`config.mk`:
```
export PLATFORM = sky130hd
export DESIGN_NAME = sha256_stream_hasher
export DESIGN_NICKNAME = d
export VERILOG_FILES = /design/src/hw/rtl/shs_pkg.sv /design/src/hw/rtl/shs_core.sv /design/src/hw/rtl/sha256_stream_hasher.sv
export SDC_FILE = /design/constraint.sdc
export NUM_CORES = 2
export LEC_CHECK = 0
export BUFFER_PORTS_ARGS = -buffer_cell sky130_fd_sc_hd__buf_2
export CELL_PAD_IN_SITES_DETAIL_PLACEMENT = 2
export CELL_PAD_IN_SITES_GLOBAL_PLACEMENT = 2
export CORE_MARGIN = 5
export CORE_UTILIZATION = 30
export CTS_CLUSTER_DIAMETER = 200
export DETAILED_ROUTE_END_ITERATION = 7
export HOLD_SLACK_MARGIN = 0.12
export PLACE_DENSITY = 0.69
export SYNTH_ARGS = -nofsm -noshare
export SYNTH_HDL_FRONTEND = slang
export SYNTH_SLANG_ARGS = --single-unit
```
`constraint.sdc`:
```
create_clock -name clk -period 13.2 [get_ports clk]
set_input_delay 0.66 -clock clk [delete_from_list [all_inputs] [get_ports clk]]
set_output_delay 0.66 -clock clk [all_outputs]
set_load 0.01 [all_outputs]
```
`src/hw/rtl/shs_pkg.sv`:
```
// ----------------------------------------------------------------------------
// shs_pkg
// Shared types and constants for the streaming SHA-256 hasher.
// ----------------------------------------------------------------------------
package shs_pkg;

	localparam logic [31:0] IV [8] = '{
		32'h6a09e667, 32'hbb67ae85, 32'h3c6ef372, 32'ha54ff53a,
		32'h510e527f, 32'h9b05688c, 32'h1f83d9ab, 32'h5be0cd19
	};

	localparam logic [7:0]  PAD_MARK  = 8'h80;
	localparam logic [5:0]  LEN_START = 6'd56;

	// commands from the sequencer to the compression core
	typedef struct packed {
		logic         push;
		logic [7:0]   push_byte;
		logic         load;
		logic [511:0] blk;
		logic         start;
		logic         iv;
	} shs_cmd_t;

	function automatic logic [31:0] round_k(input logic [5:0] t);
		logic [31:0] k;
		unique case (t)
			6'd0:  k = 32'h428a2f98; 6'd1:  k = 32'h71374491;
			6'd2:  k = 32'hb5c0fbcf; 6'd3:  k = 32'he9b5dba5;
			6'd4:  k = 32'h3956c25b; 6'd5:  k = 32'h59f111f1;
			6'd6:  k = 32'h923f82a4; 6'd7:  k = 32'hab1c5ed5;
			6'd8:  k = 32'hd807aa98; 6'd9:  k = 32'h12835b01;
			6'd10: k = 32'h243185be; 6'd11: k = 32'h550c7dc3;
			6'd12: k = 32'h72be5d74; 6'd13: k = 32'h80deb1fe;
			6'd14: k = 32'h9bdc06a7; 6'd15: k = 32'hc19bf174;
			6'd16: k = 32'he49b69c1; 6'd17: k = 32'hefbe4786;
			6'd18: k = 32'h0fc19dc6; 6'd19: k = 32'h240ca1cc;
			6'd20: k = 32'h2de92c6f; 6'd21: k = 32'h4a7484aa;
			6'd22: k = 32'h5cb0a9dc; 6'd23: k = 32'h76f988da;
			6'd24: k = 32'h983e5152; 6'd25: k = 32'ha831c66d;
			6'd26: k = 32'hb00327c8; 6'd27: k = 32'hbf597fc7;
			6'd28: k = 32'hc6e00bf3; 6'd29: k = 32'hd5a79147;
			6'd30: k = 32'h06ca6351; 6'd31: k = 32'h14292967;
			6'd32: k = 32'h27b70a85; 6'd33: k = 32'h2e1b2138;
			6'd34: k = 32'h4d2c6dfc; 6'd35: k = 32'h53380d13;
			6'd36: k = 32'h650a7354; 6'd37: k = 32'h766a0abb;
			6'd38: k = 32'h81c2c92e; 6'd39: k = 32'h92722c85;
			6'd40: k = 32'ha2bfe8a1; 6'd41: k = 32'ha81a664b;
			6'd42: k = 32'hc24b8b70; 6'd43: k = 32'hc76c51a3;
			6'd44: k = 32'hd192e819; 6'd45: k = 32'hd6990624;
			6'd46: k = 32'hf40e3585; 6'd47: k = 32'h106aa070;
			6'd48: k = 32'h19a4c116; 6'd49: k = 32'h1e376c08;
			6'd50: k = 32'h2748774c; 6'd51: k = 32'h34b0bcb5;
			6'd52: k = 32'h391c0cb3; 6'd53: k = 32'h4ed8aa4a;
			6'd54: k = 32'h5b9cca4f; 6'd55: k = 32'h682e6ff3;
			6'd56: k = 32'h748f82ee; 6'd57: k = 32'h78a5636f;
			6'd58: k = 32'h84c87814; 6'd59: k = 32'h8cc70208;
			6'd60: k = 32'h90befffa; 6'd61: k = 32'ha4506ceb;
			6'd62: k = 32'hbef9a3f7; 6'd63: k = 32'hc67178f2;
			default: k = 32'h0;
		endcase
		return k;
	endfunction

endpackage

```
`src/hw/rtl/shs_core.sv`:
```
// ----------------------------------------------------------------------------
// shs_core
// Block window, message schedule and one SHA-256 round per cycle, with the
// chain value and its final add.
// ----------------------------------------------------------------------------
module shs_core import shs_pkg::*; (
	input  logic           clk,
	input  logic           arst_n,
	input  shs_cmd_t       cmd,
	output logic           done,
	output logic [255:0]   chain
);

	function automatic logic [31:0] rotr(input logic [31:0] x, input int unsigned n);
		return (x >> n) | (x << (32 - n));
	endfunction

	logic [511:0] win_q;
	logic [31:0]  v_q [8];
	logic [31:0]  chain_q [8];
	logic [5:0]   rnd_q;
	logic         run_q;
	logic         fin_q;

	logic [31:0] w0, w1, w9, w14, s0, s1, w_new;
	logic [31:0] sig0, sig1, ch, maj, t1, t2;

	// the oldest schedule word sits at the top of the window
	assign w0  = win_q[511:480];
	assign w1  = win_q[479:448];
	assign w9  = win_q[223:192];
	assign w14 = win_q[63:32];

	always_comb begin
		s0    = rotr(w1, 7) ^ rotr(w1, 18) ^ (w1 >> 3);
		s1    = rotr(w14, 17) ^ rotr(w14, 19) ^ (w14 >> 10);
		w_new = s1 + w9 + s0 + w0;
		sig1  = rotr(v_q[4], 6) ^ rotr(v_q[4], 11) ^ rotr(v_q[4], 25);
		sig0  = rotr(v_q[0], 2) ^ rotr(v_q[0], 13) ^ rotr(v_q[0], 22);
		ch    = (v_q[4] & v_q[5]) ^ (~v_q[4] & v_q[6]);
		maj   = (v_q[0] & v_q[1]) ^ (v_q[0] & v_q[2]) ^ (v_q[1] & v_q[2]);
		t1    = v_q[7] + sig1 + ch + round_k(rnd_q) + w0;
		t2    = sig0 + maj;
	end

	always_ff @(posedge clk) begin
		if (cmd.load) begin
			win_q <= cmd.blk;
		end else if (cmd.push) begin
			win_q <= {win_q[503:0], cmd.push_byte};
		end else if (run_q) begin
			win_q <= {win_q[479:0], w_new};
		end
	end

	always_ff @(posedge clk) begin
		if (cmd.start) begin
			for (int i = 0; i < 8; i++) begin
				v_q[i] <= cmd.iv ? IV[i] : chain_q[i];
			end
		end else if (run_q) begin
			v_q[7] <= v_q[6];
			v_q[6] <= v_q[5];
			v_q[5] <= v_q[4];
			v_q[4] <= v_q[3] + t1;
			v_q[3] <= v_q[2];
			v_q[2] <= v_q[1];
			v_q[1] <= v_q[0];
			v_q[0] <= t1 + t2;
		end
	end

	always_ff @(posedge clk or negedge arst_n) begin
		if (!arst_n) begin
			for (int i = 0; i < 8; i++) begin
				chain_q[i] <= IV[i];
			end
			rnd_q <= '0;
			run_q <= 1'b0;
			fin_q <= 1'b0;
		end else begin
			fin_q <= 1'b0;
			if (cmd.iv) begin
				for (int i = 0; i < 8; i++) begin
					chain_q[i] <= IV[i];
				end
			end else if (fin_q) begin
				for (int i = 0; i < 8; i++) begin
					chain_q[i] <= chain_q[i] + v_q[i];
				end
			end
			if (cmd.start) begin
				run_q <= 1'b1;
				rnd_q <= '0;
			end else if (run_q) begin
				rnd_q <= rnd_q + 6'd1;
				if (rnd_q == 6'd63) begin
					run_q <= 1'b0;
					fin_q <= 1'b1;
				end
			end
		end
	end

	assign done = fin_q;

	always_comb begin
		for (int i = 0; i < 8; i++) begin
			chain[255 - 32*i -: 32] = chain_q[i];
		end
	end

endmodule

```
`src/hw/rtl/sha256_stream_hasher.sv`:
```
// ----------------------------------------------------------------------------
// sha256_stream_hasher
// Streaming SHA-256 with optional double hashing and a four-word digest drain.
// ----------------------------------------------------------------------------
// Bytes are taken one per cycle while input ready is high. The byte that
// completes a 64-byte block starts a compression of 64 rounds, one round a
// cycle in a single round unit, followed by the chain add; input ready stays
// low meanwhile. At message end the sequencer writes padding one byte a
// cycle up to the end of the block and compresses it; when the tail leaves
// fewer than 9 bytes, another block of padding and a second compression
// follow. double_hash adds one more compression, and publishing the digest
// waits while the previous digest still drains. The digest goes to an
// output buffer and drains as four words while new bytes are accepted.
module sha256_stream_hasher import shs_pkg::*; (
	input  logic        clk,
	input  logic        arst_n,
	input  logic        cfg_write_en,
	input  logic        cfg_write_data,
	input  logic        in_valid,
	output logic        in_ready,
	input  logic [7:0]  byte_value,
	input  logic        byte_valid,
	input  logic        message_end,
	output logic        out_valid,
	input  logic        out_ready,
	output logic [63:0] digest_word,
	output logic [1:0]  word_index,
	output logic        last_word
);

	localparam logic [2:0] ST_IDLE = 3'd0;
	localparam logic [2:0] ST_COMP = 3'd1;
	localparam logic [2:0] ST_PAD  = 3'd2;
	localparam logic [2:0] ST_FIN  = 3'd3;
	localparam logic [2:0] ST_PUB  = 3'd4;

	logic [2:0]   state_q, ret_q;
	logic [5:0]   fill_q;
	logic [63:0]  bits_q;
	logic         mark_q, wrap_q, dbl_q, double_hash_q;
	logic [255:0] out_q;
	logic [2:0]   out_cnt_q;
	logic [1:0]   idx_q;

	shs_cmd_t     cmd;
	logic         core_done;
	logic [255:0] chain;
	logic         acc, len_phase, last_slot;

	shs_core u_core (
		.clk    (clk),
		.arst_n (arst_n),
		.cmd    (cmd),
		.done   (core_done),
		.chain  (chain)
	);

	assign in_ready  = (state_q == ST_IDLE);
	assign acc       = in_valid && in_ready;
	assign len_phase = mark_q && !wrap_q && (fill_q >= LEN_START);
	assign last_slot = (fill_q == 6'd63);

	always_comb begin
		cmd = '0;
		unique case (state_q)
			ST_IDLE: begin
				if (acc && byte_valid) begin
					cmd.push      = 1'b1;
					cmd.push_byte = byte_value;
					cmd.start     = last_slot;
				end
			end
			ST_PAD: begin
				cmd.push = 1'b1;
				if (!mark_q) begin
					cmd.push_byte = PAD_MARK;
				end else if (len_phase) begin
					cmd.push_byte = bits_q[{3'd7 - fill_q[2:0], 3'b000} +: 8];
				end else begin
					cmd.push_byte = 8'h00;
				end
				cmd.start = last_slot;
			end
			ST_FIN: begin
				if (double_hash_q && !dbl_q) begin
					cmd.load  = 1'b1;
					cmd.blk   = {chain, 32'h8000_0000, 160'h0, 64'd256};
					cmd.start = 1'b1;
					cmd.iv    = 1'b1;
				end
			end
			ST_PUB: begin
				cmd.iv = (out_cnt_q == 3'd0);
			end
			default: begin
				cmd = '0;
			end
		endcase
	end

	always_ff @(posedge clk or negedge arst_n) begin
		if (!arst_n) begin
			state_q       <= ST_IDLE;
			ret_q         <= ST_IDLE;
			fill_q        <= '0;
			bits_q        <= '0;
			mark_q        <= 1'b0;
			wrap_q        <= 1'b0;
			dbl_q         <= 1'b0;
			double_hash_q <= 1'b0;
			out_cnt_q     <= '0;
			idx_q         <= '0;
		end else begin
			if (cfg_write_en) begin
				double_hash_q <= cfg_write_data;
			end
			if (out_valid && out_ready) begin
				out_cnt_q <= out_cnt_q - 3'd1;
				idx_q     <= idx_q + 2'd1;
			end
			unique case (state_q)
				ST_IDLE: begin
					if (acc) begin
						if (byte_valid) begin
							fill_q <= fill_q + 6'd1;
							bits_q <= bits_q + 64'd8;
							if (last_slot) begin
								state_q <= ST_COMP;
								ret_q   <= message_end ? ST_PAD : ST_IDLE;
							end else if (message_end) begin
								state_q <= ST_PAD;
							end
						end else if (message_end) begin
							state_q <= ST_PAD;
						end
					end
				end
				ST_COMP: begin
					if (core_done) begin
						state_q <= ret_q;
					end
				end
				ST_PAD: begin
					fill_q <= fill_q + 6'd1;
					if (!mark_q) begin
						mark_q <= 1'b1;
						// length must wait for a fresh block
						wrap_q <= (fill_q >= LEN_START) && !last_slot;
					end
					if (last_slot) begin
						state_q <= ST_COMP;
						ret_q   <= len_phase ? ST_FIN : ST_PAD;
						if (mark_q) begin
							wrap_q <= 1'b0;
						end
					end
				end
				ST_FIN: begin
					if (double_hash_q && !dbl_q) begin
						dbl_q   <= 1'b1;
						state_q <= ST_COMP;
						ret_q   <= ST_FIN;
					end else begin
						state_q <= ST_PUB;
					end
				end
				ST_PUB: begin
					// hold until the previous digest has drained
					if (out_cnt_q == 3'd0) begin
						out_cnt_q <= 3'd4;
						idx_q     <= '0;
						fill_q    <= '0;
						bits_q    <= '0;
						mark_q    <= 1'b0;
						wrap_q    <= 1'b0;
						dbl_q     <= 1'b0;
						state_q   <= ST_IDLE;
					end
				end
				default: begin
					state_q <= ST_IDLE;
				end
			endcase
		end
	end

	always_ff @(posedge clk) begin
		if (state_q == ST_PUB && out_cnt_q == 3'd0) begin
			out_q <= chain;
		end else if (out_valid && out_ready) begin
			out_q <= {out_q[191:0], 64'h0};
		end
	end

	assign out_valid   = (out_cnt_q != 3'd0);
	assign digest_word = out_q[255:192];
	assign word_index  = idx_q;
	assign last_word   = (idx_q == 2'd3);

endmodule

```
==> results.md <==
* Via count at 76,700
* Antenna violations before repair at 30
* Synth warnings at 0
* Total CTS buffers at 179
* DPL Wire Length at 320 mm
* Crit start category: flop
* Largest net degree at the start of global routing at 158
* Initial drt markers at 7,551
* Avg Cell Area, Syn at 9.10 um2
* Syn Inst Count at 9,752
* Die height at 554 um
* Clk slew on worst S/H paths at 60 ps
* Max Fclk at 88.8 MHz
* Slowest stage cell, crit path: ha_1
* Most frequent CP cell: a21o_1
* Launch point of the worst path: u_core.rnd_q[1]
* Wirelength per Cell at 31.8 um
* Fraction of layout cells with a size suffix above 1 at 7.16%
* Final period utilization at 85.3%
* Setup TNS at 0 ps
* Top delay family on crit path: compound AO/OA/AOI/OAI gates
* Die width at 554 um
* Least-Margin Pin Slew at 1330 ps
* Core ar. at 294,000 um2
* Mapped cell area at 88,700 um2
* Crit path kind: flop to flop
* Crit end category: flop
* Post-synth EDFFs at 1,024
* Async S/R FF share, synth at 25.2%
* Type of the worst min-delay path: input pin to flop
* Nets at 10,100
* Initial Util at 30.2%
* Number of fill cells in the layout at 32,400
* CP Max Fanout at 16
* Max-cap violations at 0
* Area grow syn2layout at 10.9%
* Setup bufs post-CTS at 0
* Mean number of vias per cell at 5.66
* Io pins at 85
* Antenna Violating Nets Remaining at 0
* Library cells used by synthesis at 82
* Max-slew violation count at 0
* Critical Path RT at 13,810 ps
* Post-Syn Nets at 10,400
* DR pass1 iterations at 5
* Finished Core Util at 33.5%
* Critical path arrival at 11,880 ps
* RSZ-0062 raised after global routing: no
* Setup Skew at 111 ps
* Commonest non-fill, non-tap cells in the layout: 2,109 x nand2_1, 1,024 x edfxtp_1, 920 x nor2_1
* Slowest stage delay, CP at 880 ps
* Final worst path period need at 11,270 ps
* GPL Wtd Cong at 0.945
* Crit path buffers/inverters at 5
* # rows at 199
* Clk_lat worst skew at 920 ps
* Post-Route WL at 431 mm
* Clk buf depth at 4
* # clock sinks at 1,369
* Commonest non-fill, non-tap cell in the layout: nand2_1
* Critical hold path startpoint: byte_value[0]
* # DRC at 0
* Port buffer count at 84
* First-pass GRT wire length at 605 mm
* Number of global-route vias before repair at 80,200
* Post-route cell area at 98,400 um2
* Clk root buf: clkbuf_16
* Total track usage at 27.1%
* Reg-to-Reg Start: u_core.rnd_q[1]
* #FFs+latches synth at 1,369
* Total gr overflow at 0
* # setup viols final at 0
* Slew headroom at 11.2%
* Status: finished, final reports clean
* H-tree levels at 4
* Placed Area at 92,500 um2
* Register area share after synthesis at 44.6%
* Final hold violations at 0
* Die area at 307,000 um2
* Synth Flop Type: edfxtp_1
* CTS tree: done
[metal layers]
layer	vias to the layer above	GRT usage (%)	wire length, um
met1	40000	35.3	180000
met2	2668	43.0	194000
li1	33200	-	-
met4	10	15.2	29100
met3	788	4.05	27900
met5	-	0	66
[registers in the layout, indices dropped and copies added (netlist names)]
| signal | flops |
|---|---|
| u_core.rnd_q | 6 |
| double_hash_q | 1 |
| mark_q | 1 |
| u_core.win_q | 512 |
| ret_q | 2 |
| u_core.run_q | 1 |
| u_core.done | 1 |
| bits_q | 61 |
| state_q | 3 |
| fill_q | 6 |
| word_index | 2 |
| u_core.chain | 256 |
| out_cnt_q | 3 |
| dbl_q | 1 |
| u_core.v_q | 256 |
| out_q | 256 |
| wrap_q | 1 |
[worst register-to-register path, delay by kind of cell, from the launching register on]
kind | cells | cell delay (ps)
AOI/OAI and AO/OA | 14 | 3630
adders and majority gates | 7 | 3590
and+or+nand+nor | 7 | 1310
buffers and inverters | 5 | 1080
xor gates and xnor gates | 3 | 610
muxes | 1 | 540
DFF | 1 | 320
[logic make-up after synthesis]
| group | synth area share [%] |
|---|---|
| and+or+nand+nor | 18.4 |
| adders and majority gates | 10.1 |
| muxes | 2.13 |
| DFF | 44.6 |
| buffers and inverters | 4.66 |
| AOI/OAI and AO/OA | 14.2 |
| xor gates and xnor gates | 5.96 |
[metrics by stage]
step           hold WS, ps  std cells  setup WS (ps)
5_1_grt                167      13600           1490
4_1_cts                134      13600           2050
3_5_place_dp           478      13200           2060
2_1_floorplan          364       9752           3770
6_report               188      13600           1930
3_3_place_gp           462      13200           2310
[area by class of cell]
type	count	area, um2	share of cell area [%]
diodes	9	22.5	0.0229
multi-input cells	7345	45100	45.9
well taps	3919	4900	4.98
clock inverters	88	941	0.957
inverters	365	1380	1.40
clock buffers	242	4830	4.91
flip-flops and latches	1369	39600	40.2
repair buffers	222	1620	1.65
[Yosys cell counts (56+ instances only)]
library cell     n  area, um2
o21ai_0        438       2190
xnor2_1        418       3660
a21o_1         210       1580
dfrtp_1        209       5230
nor2_1         923       3460
mux2i_1        130       1300
clkbuf_1       577       2170
nor3_1         211       1060
buf_4           64        480
fa_1           195       3900
a31oi_1        312       1950
nand2b_1        76        475
dfstp_2        136       3570
a21oi_1        717       3590
xor2_1         186       1630
nand2_1       2113       7930
nor2b_1         56        350
and2_1          81        507
or3_1           57        357
nand3_1        237       1190
ha_1           399       4990
inv_1          362       1360
edfxtp_1      1024      30700
[worst paths after layout]
check,to,slack [ps],cells after the start
max in group asynchronous,u_core.rnd_q[2],10910,4
setup reg to reg,u_core.v_q[0][31],1930,37
setup / recovery,u_core.v_q[0][31],1930,37
hold / removal,u_core.win_q[0],190,3
hold reg to reg,out_q[154],480,2
min in group asynchronous,u_core.chain[106],350,2
[timing repair]
action	in CTS	in global routing
hold endpoints to repair	37	0
hold buffers	8	0
gates resized for setup	0	0
Power is not shown: default switching activity piles up to over one toggle a cycle in this logic, so the estimate is an artifact.
